### config.mk
export PLATFORM = sky130hd
export DESIGN_NAME = alarm_curtain_motor_controller
export DESIGN_NICKNAME = d
export VERILOG_FILES = /design/src/design/acmc_pkg.sv /design/src/design/acmc_step.sv /design/src/design/alarm_curtain_motor_controller.sv
export SDC_FILE = /design/constraint.sdc
export NUM_CORES = 1
export LEC_CHECK = 0
export BUFFER_PORTS_ARGS = -buffer_cell sky130_fd_sc_hd__buf_2
export CORE_MARGIN = 2
export CORE_UTILIZATION = 25
export DETAILED_ROUTE_END_ITERATION = 6
export PLACE_DENSITY_LB_ADDON = 0.15
export SYNTH_ARGS = -nofsm -noshare
export SYNTH_HDL_FRONTEND = slang
export SYNTH_SLANG_ARGS = --single-unit
### constraint.sdc
create_clock -name clk -period 4.25 [get_ports clk]
set_input_delay 0.85 -clock clk [delete_from_list [all_inputs] [get_ports clk]]
set_output_delay 0.85 -clock clk [all_outputs]
set_load 0.1 [all_outputs]
### src/design/acmc_pkg.sv
// Shared types and constants for the alarm curtain motor controller.
// No dependencies; imported by acmc_step and alarm_curtain_motor_controller.
`default_nettype none

package acmc_pkg;

    // Operation codes carried in the operation field of an input word.
    localparam logic [2:0] OP_TICK      = 3'd0;
    localparam logic [2:0] OP_MAN_UP    = 3'd1;
    localparam logic [2:0] OP_MAN_DOWN  = 3'd2;
    localparam logic [2:0] OP_SET_UP    = 3'd3;
    localparam logic [2:0] OP_SET_DOWN  = 3'd4;
    localparam logic [2:0] OP_MIDNIGHT  = 3'd5;
    localparam logic [2:0] OP_CUR_EDGE  = 3'd6;

    // Move modes, also the motor drive code.
    localparam logic [1:0] MODE_IDLE = 2'd0;
    localparam logic [1:0] MODE_UP   = 2'd1;
    localparam logic [1:0] MODE_DOWN = 2'd2;

    // Outcome codes of a finished move.
    localparam logic [2:0] OUT_NONE    = 3'd0;
    localparam logic [2:0] OUT_END     = 3'd1;
    localparam logic [2:0] OUT_TIMEOUT = 3'd2;
    localparam logic [2:0] OUT_STALL   = 3'd3;
    localparam logic [2:0] OUT_HALTED  = 3'd4;

    // Alarm fired codes.
    localparam logic [1:0] FIRED_NONE = 2'd0;
    localparam logic [1:0] FIRED_UP   = 2'd1;
    localparam logic [1:0] FIRED_DOWN = 2'd2;

    // Register indexes on the configuration port.
    localparam logic CFG_MOVE_TIMEOUT = 1'b0;
    localparam logic CFG_EDGE_LIMIT   = 1'b1;

    localparam int TIME_W    = 27;
    localparam int ELAPSED_W = 17;
    localparam int TIMEOUT_W = 16;
    localparam int EDGE_W    = 4;

    localparam logic [ELAPSED_W-1:0] ELAPSED_MAX       = '1;
    localparam logic [TIMEOUT_W-1:0] TIMEOUT_RESET     = 16'd60000;
    localparam logic [EDGE_W-1:0]    EDGE_LIMIT_RESET  = 4'd5;

    typedef struct packed {
        logic [2:0]        operation;
        logic [TIME_W-1:0] time_of_day_ms;
        logic [TIME_W-1:0] alarm_ms;
        logic              ceiling_detected;
        logic              floor_detected;
        logic              motor_halted;
    } acmc_item_t;

    typedef struct packed {
        logic [1:0]                   mode;
        logic [ELAPSED_W-1:0]         elapsed_ms;
        logic [EDGE_W-1:0]            edge_count;
        logic [1:0][TIME_W-1:0]       alarm_times;
        logic [1:0]                   alarm_set;
        logic [1:0]                   alarm_done;
    } acmc_state_t;

    typedef struct packed {
        logic [1:0] motor_drive;
        logic [2:0] outcome;
        logic [1:0] alarm_fired;
    } acmc_result_t;

    typedef struct packed {
        logic [TIMEOUT_W-1:0] move_timeout_ms;
        logic [EDGE_W-1:0]    stall_edge_limit;
    } acmc_cfg_t;

endpackage

`default_nettype wire

### src/design/acmc_step.sv
// Combinational state update of the controller for one input word.
// Depends on acmc_pkg.
`default_nettype none

module acmc_step
    import acmc_pkg::*;
(
    input  acmc_state_t  cur,
    input  acmc_cfg_t    cfg,
    input  acmc_item_t   item,
    output acmc_state_t  nxt,
    output acmc_result_t res
);

    logic [ELAPSED_W-1:0] elapsed_inc;
    logic                 timeout_hit;
    logic                 at_end;
    logic [1:0]           due;
    logic [EDGE_W-1:0]    edge_inc;
    logic                 moving;

    assign moving      = (cur.mode != MODE_IDLE);
    assign elapsed_inc = (cur.elapsed_ms != ELAPSED_MAX) ? cur.elapsed_ms + 1'b1
                                                         : cur.elapsed_ms;
    assign timeout_hit = elapsed_inc > {1'b0, cfg.move_timeout_ms};
    assign at_end      = (cur.mode == MODE_UP) ? item.ceiling_detected
                                               : item.floor_detected;
    assign due[0] = (item.time_of_day_ms >= cur.alarm_times[0]) && !cur.alarm_done[0];
    assign due[1] = (item.time_of_day_ms >= cur.alarm_times[1]) && !cur.alarm_done[1];
    assign edge_inc = cur.edge_count + 1'b1;

    always_comb
    begin
        nxt             = cur;
        res.outcome     = OUT_NONE;
        res.alarm_fired = FIRED_NONE;
        unique case (item.operation)
            OP_TICK:
            begin
                if (moving)
                begin
                    nxt.elapsed_ms = elapsed_inc;
                    if (timeout_hit)
                    begin
                        res.outcome = OUT_TIMEOUT;
                        nxt.mode    = MODE_IDLE;
                    end
                    else if (at_end)
                    begin
                        res.outcome = OUT_END;
                        nxt.mode    = MODE_IDLE;
                    end
                    else if (item.motor_halted)
                    begin
                        res.outcome = OUT_HALTED;
                        nxt.mode    = MODE_IDLE;
                    end
                end
                else
                begin
                    // The up alarm wins; the down alarm waits for a later tick.
                    if (due[0])
                    begin
                        nxt.alarm_done[0] = 1'b1;
                        if (cur.alarm_set[0])
                        begin
                            nxt.mode        = MODE_UP;
                            nxt.elapsed_ms  = '0;
                            nxt.edge_count  = '0;
                            res.alarm_fired = FIRED_UP;
                        end
                    end
                    if (due[1] && !(due[0] && cur.alarm_set[0]))
                    begin
                        nxt.alarm_done[1] = 1'b1;
                        if (cur.alarm_set[1])
                        begin
                            nxt.mode        = MODE_DOWN;
                            nxt.elapsed_ms  = '0;
                            nxt.edge_count  = '0;
                            res.alarm_fired = FIRED_DOWN;
                        end
                    end
                end
            end
            OP_MAN_UP, OP_MAN_DOWN:
            begin
                if (!moving)
                begin
                    nxt.mode       = (item.operation == OP_MAN_UP) ? MODE_UP : MODE_DOWN;
                    nxt.elapsed_ms = '0;
                    nxt.edge_count = '0;
                end
            end
            OP_SET_UP:
            begin
                nxt.alarm_times[0] = item.alarm_ms;
                nxt.alarm_set[0]   = 1'b1;
                nxt.alarm_done[0]  = item.time_of_day_ms > item.alarm_ms;
            end
            OP_SET_DOWN:
            begin
                nxt.alarm_times[1] = item.alarm_ms;
                nxt.alarm_set[1]   = 1'b1;
                nxt.alarm_done[1]  = item.time_of_day_ms > item.alarm_ms;
            end
            OP_MIDNIGHT:
            begin
                nxt.alarm_done = '0;
            end
            OP_CUR_EDGE:
            begin
                nxt.edge_count = edge_inc;
                if (edge_inc >= cfg.stall_edge_limit)
                begin
                    nxt.edge_count = '0;
                    if (moving)
                    begin
                        res.outcome = OUT_STALL;
                        nxt.mode    = MODE_IDLE;
                    end
                end
            end
            default:
            begin
                nxt = cur;
            end
        endcase
        res.motor_drive = nxt.mode;
    end

endmodule

`default_nettype wire

### src/design/alarm_curtain_motor_controller.sv
// Top level of the alarm curtain motor controller: input stage, state, result stage.
// Depends on acmc_pkg and acmc_step.
//
//  channel | direction | handshake            | payload
//  --------+-----------+----------------------+------------------------------------------
//  in      | into      | in_valid / in_stall  | operation, time_of_day_ms, alarm_ms,
//          |           |                      | ceiling_detected, floor_detected,
//          |           |                      | motor_halted
//  out     | out of    | out_valid / out_stall| motor_drive, outcome, alarm_fired
//  cfg     | into      | cfg_write_en         | cfg_index, cfg_data
//
// Every input word yields exactly one result word, written to the result register as the
// word leaves the input register. One word per cycle while the output is not stalled:
// the state update is a single pass through acmc_step between the input register and
// the result register. Reset (rst_n low, asynchronous) clears the move state, alarms
// and flags, and sets the stall edge limit to 5 and the move timeout to its reset value.
// A full, stalled result register holds the input word and raises in_stall.
`default_nettype none

module alarm_curtain_motor_controller
    import acmc_pkg::*;
(
    input  wire logic                 clk,
    input  wire logic                 rst_n,

    input  wire logic                 in_valid,
    output logic                      in_stall,
    input  wire logic [2:0]           operation,
    input  wire logic [TIME_W-1:0]    time_of_day_ms,
    input  wire logic [TIME_W-1:0]    alarm_ms,
    input  wire logic                 ceiling_detected,
    input  wire logic                 floor_detected,
    input  wire logic                 motor_halted,

    output logic                      out_valid,
    input  wire logic                 out_stall,
    output logic [1:0]                motor_drive,
    output logic [2:0]                outcome,
    output logic [1:0]                alarm_fired,

    input  wire logic                 cfg_write_en,
    input  wire logic                 cfg_index,
    input  wire logic [TIMEOUT_W-1:0] cfg_data
);

    // Input stage: one word waiting to update the state.
    logic         in_vld_reg;
    acmc_item_t   item_reg;

    // Controller state and configuration registers.
    acmc_state_t  state_reg;
    acmc_state_t  state_next;
    acmc_cfg_t    cfg_reg;

    // Result stage.
    logic         out_vld_reg;
    acmc_result_t result_reg;
    acmc_result_t result_next;

    logic         advance;
    logic         in_take;

    // A word leaves the input stage when the result register is free or drains now.
    assign advance  = in_vld_reg && (!out_vld_reg || !out_stall);
    assign in_stall = in_vld_reg && !advance;
    assign in_take  = in_valid && !in_stall;

    acmc_step u_step (
        .cur  (state_reg),
        .cfg  (cfg_reg),
        .item (item_reg),
        .nxt  (state_next),
        .res  (result_next)
    );

    // Control, state and configuration.
    always_ff @(posedge clk or negedge rst_n)
    begin
        if (!rst_n)
        begin
            in_vld_reg               <= 1'b0;
            out_vld_reg              <= 1'b0;
            state_reg                <= '0;
            cfg_reg.move_timeout_ms  <= TIMEOUT_RESET;
            cfg_reg.stall_edge_limit <= EDGE_LIMIT_RESET;
        end
        else
        begin
            if (in_take)
            begin
                in_vld_reg <= 1'b1;
            end
            else if (advance)
            begin
                in_vld_reg <= 1'b0;
            end

            if (advance)
            begin
                out_vld_reg <= 1'b1;
                state_reg   <= state_next;
            end
            else if (!out_stall)
            begin
                out_vld_reg <= 1'b0;
            end

            if (cfg_write_en)
            begin
                unique case (cfg_index)
                    CFG_MOVE_TIMEOUT: cfg_reg.move_timeout_ms  <= cfg_data;
                    CFG_EDGE_LIMIT:   cfg_reg.stall_edge_limit <= cfg_data[EDGE_W-1:0];
                    default:          cfg_reg                  <= cfg_reg;
                endcase
            end
        end
    end

    // Payload registers carry no reset.
    always_ff @(posedge clk)
    begin
        if (in_take)
        begin
            item_reg.operation        <= operation;
            item_reg.time_of_day_ms   <= time_of_day_ms;
            item_reg.alarm_ms         <= alarm_ms;
            item_reg.ceiling_detected <= ceiling_detected;
            item_reg.floor_detected   <= floor_detected;
            item_reg.motor_halted     <= motor_halted;
        end
        if (advance)
        begin
            result_reg <= result_next;
        end
    end

    assign out_valid   = out_vld_reg;
    assign motor_drive = result_reg.motor_drive;
    assign outcome     = result_reg.outcome;
    assign alarm_fired = result_reg.alarm_fired;

    // A move that ends leaves the motor stopped.
    a_outcome_stops: assert property (@(posedge clk) disable iff (!rst_n)
        (out_valid && outcome != OUT_NONE) |-> (motor_drive == MODE_IDLE))
        else $error("move ended but motor still driven");

    // An alarm start drives the motor in the alarm's direction and ends nothing.
    a_fired_drives: assert property (@(posedge clk) disable iff (!rst_n)
        (out_valid && alarm_fired != FIRED_NONE) |->
            (outcome == OUT_NONE && motor_drive == alarm_fired))
        else $error("alarm start reports wrong drive or outcome");

    // A stalled result is never dropped by the pipeline.
    a_result_kept: assert property (@(posedge clk) disable iff (!rst_n)
        (out_valid && out_stall) |=> out_valid)
        else $error("stalled result lost");

    // A word in the input stage moves on whenever the result register is free.
    a_stage_moves: assert property (@(posedge clk) disable iff (!rst_n)
        (in_vld_reg && !out_vld_reg) |=> out_vld_reg)
        else $error("input stage did not advance into free result register");

endmodule

`default_nettype wire
==> results of run 1 <==
worst max path at each step:
stage,start,endpoint,cells after the start
5_1_grt,state_reg[62],motor_drive[1],15
6_report,state_reg[62],motor_drive[1],15
3_3_place_gp,state_reg[62],motor_drive[1],15
2_1_floorplan,state_reg[62],motor_drive[1],16
3_5_place_dp,state_reg[62],motor_drive[1],15
4_1_cts,state_reg[62],motor_drive[1],15
through the flow:
stage | instance area (um2) | setup slack, ns | cells | hold slack (ns) | total power [mW]
floorplan | 9210 | 0.809 | 917 | 0.431 | 3.07
global placement | 10300 | 0.411 | 1466 | 0.449 | 3.45
detailed placement | 10300 | 0.338 | 1466 | 0.450 | 3.46
CTS | 10800 | 0.294 | 1498 | 0.450 | 5.03
global route | 10800 | 0.0882 | 1498 | 0.484 | 5.31
finish | 10800 | 0.367 | 1498 | 0.445 | 4.92
final cells by class:
type	instances	area (um2)	area share (%)
flip-flops and latches	170	4600	42.5
multi-input cells	605	4080	37.6
well taps	468	586	5.41
repair buffers	105	566	5.22
inverters	118	443	4.09
clock buffers	17	425	3.93
clock inverters	15	129	1.19
layer usage:
| metal | part of all wire (%) | wire (um) | up-vias |
|---|---|---|---|
| li1 | - | - | 3431 |
| met1 | 49 | 10900 | 3083 |
| met2 | 47 | 10600 | 86 |
| met3 | 2.8 | 633 | 10 |
| met4 | 0.84 | 187 | 0 |
| met5 | 0 | 0 | - |
Yosys cell counts, drive strengths merged (3+ instances only):
library cell / instances / area share (%)
or2: 7 / 0.48
and3: 4 / 0.27
buf: 4 / 0.29
mux2i: 3 / 0.33
nor2: 41 / 1.7
a41oi: 7 / 0.67
o21a: 5 / 0.41
clkbuf: 20 / 0.82
xnor2: 13 / 1.2
nand2: 122 / 5.0
o22ai: 5 / 0.34
nand4: 19 / 1.4
dfrtp: 94 / 26
or4: 3 / 0.30
xor2: 3 / 0.29
nor4: 3 / 0.20
o21ai: 91 / 4.9
ha: 103 / 14
a21o: 6 / 0.49
mux2: 8 / 1.0
o211ai: 3 / 0.24
nand3: 23 / 1.2
o211a: 3 / 0.33
dfstp: 9 / 2.6
nand3b: 4 / 0.33
a31o: 4 / 0.38
edfxtp: 67 / 22
inv: 118 / 4.8
and4: 3 / 0.29
a31oi: 7 / 0.48
nor2b: 5 / 0.34
a22o: 3 / 0.29
a21oi: 54 / 2.9
nor3: 13 / 0.82
a211oi: 8 / 0.65
nand2b: 8 / 0.57
where the power goes:
| part | leakage [nW] | internal, mW | total (mW) | switching [mW] |
|---|---|---|---|---|
| Combinational | 2.59 | 0.502 | 1.25 | 0.748 |
| Sequential | 1.91 | 1.99 | 2.16 | 0.164 |
| Clock | 0.268 | 0.772 | 1.52 | 0.745 |
| Total | 4.77 | 3.27 | 4.92 | 1.66 |
kinds of logic after synthesis:
family          after synthesis  share of synthesized area, %
simple gates                259                          13.2
compound gates              215                          14.0
flops                       170                          50.0
buf+inv                     142                          5.91
fa+ha+maj                   104                          14.1
xor+xnor                     16                          1.52
mux                          11                          1.35
worst register-to-register path, delay by kind of cell (launching register included):
kind | cells | cell delay, ns
fa+ha+maj | 2 | 0.52
xor+xnor | 1 | 0.14
flops | 1 | 0.43
compound gates | 4 | 0.76
simple gates | 8 | 1.78
==> flow_summary.yaml, run 1 <==
run_status:
  run_status: "finished, final reports clean"
yosys:
  synth_edf_count: 67
  ys.flop_type: "dfrtp_1"
  synth.distinct_cells: 67
  yosysWarnings: 0
  synth_fp_nets: 1102
  synth-seq-cells: 170
  synth_area_mm2: 0.00921
  yosysSeqAreaShare_pct: 50.0
  synth_cells: 917
  synthArstFlopShare_pct: 60.6
  syn_area_per_cell_um2: 10.0
floorplan:
  die_h_um: 196
  io_pins: 91
  coreArea_mm2: 0.0364
  fp.dieW_um: 196
  rows: 70
  dieArea_mm2: 0.0384
  initial_core_util_pct: 25.3
grt:
  grt_use_total_pct: 12.3
  use_met2_pct: 20.5
  grt_max_degree: 61
  gr-usage-met3_pct: 2.77
  grt.met1_usage_pct: 16.0
  grt_pass1_vias: 6683
  grt_pass1_wl_um: 36400
  antenna_found_initial: 0
  top_usage_layer: "met2"
  overflow: 0
finish:
  layout_common_cells: "nand2_1, inv_1, ha_1"
  largest_reg_flops: 81
  drive_gt1_share_pct: 16.2
  postLayoutCoreUtil_pct: 29.7
  nFillCells: 3879
  syn2layout_area_growth_pct: 17.5
  nNetsFinal: 1202
  final_common_cell: "nand2_1"
  antenna_cells: 0
routing:
  wirelength_um: 22300
  viasPerCell: 4.41
  drtIter0Drc: 294
  firstDrtPassIters: 4
  wl_per_cell_um: 14.9
  ant_nets: 0
  via_count: 6610
  drc: 0
power:
  power_leakage_nw: 4.77
  p_per_area_mw_per_mm2: 455
  ir_worst_vdd_uv: 306
clock_network:
  numCtsBuffers: 17
  clock_sinks: 170
  postCtsHoldBufs: 0
  postCtsSetupRepairBufs: 0
  root_buffer: "clkbuf_16"
  clkSlewWorstSetupHoldPaths_ns: 0.07
  clk_latency_ns: 0.45
  clockBufferDepth: 2
  cts_resized: 0
  cts_max_level: 4
  cts_tree: "yes"
setup_path:
  r2r_cells: 15
  critPathRequiredTime_ns: 4.44
  critPathArrivalTime_ns: 4.07
  rr_endpoint: "motor_drive[1]"
  max_stage_delay_ns: 0.59
  path_cells: "ha_1, nand3_1, or2_1, or4_4, nand2b_2, nor2_1, xnor2_1, ha_1, nand2_1, nor3_1, o31ai_1, a31oi_1, or3_1, a21oi_1, a221o_1"
  crit_family: "simple AND/OR/NAND/NOR gates"
  crit_path_start_kind: "flip-flop"
  path_buf_inv: 0
  r2r_slack_ns: 0.37
  critPathKind: "flip-flop to flip-flop"
  crit_slowest_cell: "or4_4"
  rr_startpoint: "state_reg[62]"
  critPathMaxFanout: 6
  endpoint_kind: "flip-flop"
  crit_top_cell: "ha_1"
timing:
  timing.final.crit_share_pct: 91.4
  final.setup.tns_ns: 0
  rsz0062_at_grt: "no"
  hold_viol_final: 0
  slew_headroom_pct: 41.0
  setup_viol: 0
  fmax_mhz: 258
  min_period_ns: 3.88
  worst_pin_slew_ns: 0.874
  report.final.slew_viol_count: 0
  finalClockSkew_ns: 0.0158
worst_hold_path:
  hold_path_class: "input pin to asynchronous set/reset pin"
placement:
  finalWeightedCongestion: 0.773
  portBuffers: 90
  dp_hpwl_um: 16700
run:
  maxCapViolCount: 0
Note: power is estimated with default switching activity, not from simulation.
==> inputs of run 2 (changes only) <==
--- a/config.mk
+++ b/config.mk
@@ -6,10 +6,12 @@
 export NUM_CORES = 1
 export LEC_CHECK = 0
 export BUFFER_PORTS_ARGS = -buffer_cell sky130_fd_sc_hd__buf_2
+export CAP_MARGIN = 10
 export CORE_MARGIN = 2
 export CORE_UTILIZATION = 25
 export DETAILED_ROUTE_END_ITERATION = 6
-export PLACE_DENSITY_LB_ADDON = 0.15
+export PLACE_DENSITY_LB_ADDON = 0.2
+export SLEW_MARGIN = 10
 export SYNTH_ARGS = -nofsm -noshare
 export SYNTH_HDL_FRONTEND = slang
 export SYNTH_SLANG_ARGS = --single-unit
==> run 2 against run 1 <==
Worst hold slack improved by 0.023 ns. Design area rose by 0.32%. Sequential power about the same. Power increased by 1.3%. Utilization up 0.096 points. Die area unchanged. Register-to-register slack improved by 0.04 ns. Sequential share of layout area decreased by 0.14 points. Sequential cell count is the same. Combinational power barely moved. Critical path type unchanged. Highest routed layer unchanged.
==> flow_summary.yaml, run 2 (synthesis results as in run 1) <==
finish:
  postLayoutCoreUtil_pct: 29.8
  nNetsFinal: 1199
  drive_gt1_share_pct: 16.2
  largest_reg_flops: 81
  antenna_cells: 0
  layout_common_cells: "nand2_1, inv_1, ha_1"
  final_common_cell: "nand2_1"
  syn2layout_area_growth_pct: 17.9
  nFillCells: 3872
clock_network:
  clk_latency_ns: 0.45
  postCtsSetupRepairBufs: 0
  clockBufferDepth: 2
  cts_max_level: 4
  numCtsBuffers: 17
  clkSlewWorstSetupHoldPaths_ns: 0.08
  cts_tree: "yes"
  clock_sinks: 170
  postCtsHoldBufs: 0
  cts_resized: 0
  root_buffer: "clkbuf_16"
floorplan:
  fp.dieW_um: 196
  die_h_um: 196
  io_pins: 91
  rows: 70
  dieArea_mm2: 0.0384
  initial_core_util_pct: 25.3
  coreArea_mm2: 0.0364
routing:
  ant_nets: 0
  via_count: 6613
  drc: 0
  firstDrtPassIters: 5
  wirelength_um: 22000
  viasPerCell: 4.42
  wl_per_cell_um: 14.7
  drtIter0Drc: 346
power:
  p_per_area_mw_per_mm2: 459
  ir_worst_vdd_uv: 267
  power_leakage_nw: 4.77
setup_path:
  critPathRequiredTime_ns: 4.45
  r2r_slack_ns: 0.40
  r2r_cells: 15
  rr_endpoint: "motor_drive[1]"
  critPathKind: "flip-flop to flip-flop"
  endpoint_kind: "flip-flop"
  critPathArrivalTime_ns: 4.04
  rr_startpoint: "state_reg[62]"
  crit_path_start_kind: "flip-flop"
  critPathMaxFanout: 6
worst_hold_path:
  hold_depth: 1
  holdCritStartpoint: "state_reg[2]"
  hold_path_class: "flip-flop to flip-flop"
  hold_end: "state_reg[2]"
run_status:
  run_status: "finished, final reports clean"
timing:
  min_period_ns: 3.85
  rsz0062_at_grt: "no"
  slew_headroom_pct: 32.8
  worst_pin_slew_ns: 1.00
  finalClockSkew_ns: 0.0130
  setup_viol: 0
  timing.final.crit_share_pct: 90.5
  report.final.slew_viol_count: 0
  fmax_mhz: 260
  final.setup.tns_ns: 0
  hold_viol_final: 0
placement:
  dp_hpwl_um: 16200
  finalWeightedCongestion: 0.791
  portBuffers: 90
grt:
  grt_max_degree: 61
  antenna_found_initial: 0
  grt_pass1_wl_um: 36100
  overflow: 0
  grt_pass1_vias: 6749
  grt_use_total_pct: 12.1
run:
  maxCapViolCount: 0
==> run 2: cell count changes in the layout (fill, tap and decap cells not counted), sizes merged <==
cell,change
inv,-3
clkinv,+3
buf,-3
==> run 2: final cells by class <==
class	count	area, um2	area share, %
clock buffer	17	425	3.92
timing repair buffer	102	556	5.12
sequential	170	4600	42.4
inverter	118	443	4.08
clock inverter	15	174	1.60
multi-input combinational	605	4080	37.5
tap	468	586	5.39
==> run 2: how the worst max path moves through the flow <==
stage	startpoint	endpoint	slack (ns)	depth (start not counted)
after CTS	state_reg[62]	motor_drive[1]	0.35	15
after detailed placement	state_reg[62]	motor_drive[1]	0.36	15
after global placement	state_reg[62]	motor_drive[1]	0.44	15
final	state_reg[62]	motor_drive[1]	0.40	15
after floorplan	state_reg[62]	motor_drive[1]	0.81	16
after global routing	state_reg[62]	motor_drive[1]	0.1	15
==> run 2: worst max-delay path, cell delays in order (launching register included) <==
cell and delay [ns]:
dfrtp_1 0.44, ha_1 0.24, nand3_1 0.11, or2_1 0.27
or4_4 0.59, nand2b_2 0.18, nor2_1 0.08, xnor2_1 0.14
ha_1 0.28, nand2_1 0.06, nor3_1 0.24, o31ai_1 0.11
a31oi_1 0.31, or3_1 0.22, a21oi_1 0.08, a221o_1 0.26
==> run 2: where the power goes <==
part / internal [mW] / switching (mW)
combinational: 0.498 / 0.744
sequential: 1.99 / 0.165
clock: 0.794 / 0.793
==> run 2: per-stage QoR <==
stage               instance area [um2]  hold slack (ns)  setup WS, ns  std cells  total power [mW]
global route                      10900            0.487        0.0984       1495              5.38
detailed placement                10300            0.454         0.362       1463              3.45
CTS                               10900            0.472         0.346       1495              5.09
floorplan                          9210            0.431         0.809        917              3.07
global placement                  10300            0.449         0.435       1463              3.43
finish                            10900            0.468         0.404       1495              4.99
==> run 2: metal layers <==
layer | share of wire [%] | GRT usage (%) | vias to the layer above
li1 | - | - | 3420
met1 | 49 | 15.8 | 3075
met2 | 47 | 20.2 | 105
met3 | 3.1 | 2.85 | 13
met4 | 1.1 | 3.42 | 0
met5 | 0 | 0 | -
==> inputs of run 3 (changes only) <==
==> constraint.sdc (replaced) <==
create_clock -name clk -period 5 [get_ports clk]
set_input_delay 1 -clock clk [delete_from_list [all_inputs] [get_ports clk]]
set_output_delay 1 -clock clk [all_outputs]
set_load 0.1 [all_outputs]
==> run 3 against run 2 <==
Sequential cell count is the same. First-iteration DRC count down 3.8%. Register-to-register slack improved by 0.53 ns. Maximum frequency fell by 5.5%. Non-clock buffer count decreased by 5.
==> flow_summary.yaml, run 3 (synthesis results as in run 1) <==
grt:
  grt_max_degree: 65
  grt_pass1_wl_um: 36500
  grt_pass1_vias: 6840
  grt.met1_usage_pct: 16.0
  top_usage_layer: "met2"
  overflow: 0
  antenna_found_initial: 0
  gr-usage-met3_pct: 3.04
  grt_use_total_pct: 12.2
  use_met2_pct: 20.4
finish:
  final_common_cell: "nand2_1"
  fin_cells: 1490
  largest_reg_flops: 81
  syn2layout_area_growth_pct: 17.6
  layout_common_cells: "nand2_1, inv_1, ha_1"
  drive_gt1_share_pct: 15.8
  multiInputGateArea_mm2: 0.00408
  register_area_mm2: 0.00460
  nFillCells: 3831
  nNetsFinal: 1194
  antenna_cells: 0
setup_path:
  endpoint_kind: "flip-flop"
  critPathArrivalTime_ns: 4.27
  rr_endpoint: "motor_drive[1]"
  critPathKind: "flip-flop to flip-flop"
  critPathRequiredTime_ns: 5.20
  rr_startpoint: "state_reg[62]"
  critPathMaxFanout: 6
  r2r_cells: 15
  crit_path_start_kind: "flip-flop"
  crit_end: "motor_drive[1]"
  worstSetupStartpoint: "state_reg[62]"
  r2r_slack_ns: 0.93
floorplan:
  coreArea_mm2: 0.0364
  rows: 70
  io_pins: 91
  fp.dieW_um: 196
  dieArea_mm2: 0.0384
  initial_core_util_pct: 25.3
  die_h_um: 196
run:
  maxCapViolCount: 0
power:
  p_per_area_mw_per_mm2: 392
  ir_worst_vdd_uv: 237
  power_leakage_nw: 4.75
clock_network:
  root_buffer: "clkbuf_16"
  postCtsSetupRepairBufs: 0
  cts_resized: 0
  cts_max_level: 4
  cts_tree: "yes"
  numCtsBuffers: 17
  clock_sinks: 170
  postCtsHoldBufs: 0
  clockBufferDepth: 2
  clk_latency_ns: 0.45
  clkSlewWorstSetupHoldPaths_ns: 0.08
routing:
  wirelength_um: 22100
  drtIter0Drc: 333
  wl_per_cell_um: 14.9
  via_count: 6613
  ant_nets: 0
  drc: 0
  firstDrtPassIters: 4
  viasPerCell: 4.44
placement:
  dp_hpwl_um: 16600
  dp_cells: 1458
  portBuffers: 90
  finalWeightedCongestion: 0.804
timing:
  fmax_mhz: 246
  report.final.slew_viol_count: 0
  worst_pin_slew_ns: 0.962
  rsz0062_at_grt: "no"
  slew_headroom_pct: 35.6
  timing.final.crit_share_pct: 81.4
  finalClockSkew_ns: 0.0145
  setup_viol: 0
  min_period_ns: 4.07
  final.setup.tns_ns: 0
  hold_viol_final: 0
run_status:
  run_status: "finished, final reports clean"
worst_hold_path:
  hold_path_class: "flip-flop to flip-flop"
  hold_depth: 1
## run 3: cell count changes in the layout (fill, tap and decap cells not counted)
cell	delta
buf_4	-5
inv_8	-2
clkinv_4	+1
clkinv_8	+1
clkinvlp_4	-1
inv_6	+1
## run 3: worst max-delay path: stages, from the launching register on
cell and delay (ns):
dfrtp_1 0.43, ha_1 0.23, nand3_1 0.11, or2_1 0.28
nor3_2 0.36, a21oi_1 0.26, and3_1 0.28, xor2_1 0.16
ha_1 0.30, nand4_1 0.10, nor3_1 0.29, o31ai_1 0.14
a31oi_1 0.32, or3_1 0.23, a21oi_1 0.08, a221o_1 0.25
## run 3: final cells by class
cell class                      count  share of cell area (%)
Sequential cell                   170                    42.5
Multi-Input combinational cell    605                    37.6
Tap cell                          468                    5.41
Timing Repair Buffer               97                    4.79
Inverter                          118                    4.09
Clock buffer                       17                    3.93
Clock inverter                     15                    1.64
## run 3: how the worst min path moves through the flow
stage / from / slack, ns / end
after floorplan: state_reg[3] / 0.43 / state_reg[3]
after global placement: state_reg[2] / 0.45 / state_reg[2]
after detailed placement: state_reg[2] / 0.45 / state_reg[2]
after CTS: state_reg[2] / 0.47 / state_reg[2]
after global routing: state_reg[24] / 0.51 / state_reg[24]
final: state_reg[2] / 0.47 / state_reg[2]
## run 3: metrics by stage
step | worst slack, ns | hold slack [ns] | instance area (um2) | utilization (%) | power [mW]
floorplan | 1.56 | 0.431 | 9210 | - | 2.61
global placement | 1.03 | 0.446 | 10200 | 28.1 | 2.92
detailed placement | 0.930 | 0.449 | 10200 | 28.1 | 2.93
CTS | 0.882 | 0.472 | 10800 | 29.7 | 4.32
global route | 0.600 | 0.506 | 10800 | 29.7 | 4.57
finish | 0.930 | 0.469 | 10800 | 29.7 | 4.24
## run 3: metal layers
layer  vias up  wire length (um)
met4         0               178
met1      3116             10800
met3        11               711
li1       3399                 -
met5         -                 0
met2        87             10500
## run 3: report_power, final
part | switching (mW) | leakage, nW | internal, mW
Clock | 0.679 | 0.290 | 0.675
Combinational | 0.633 | 2.55 | 0.422
Sequential | 0.141 | 1.91 | 1.69
Total | 1.45 | 4.75 | 2.79
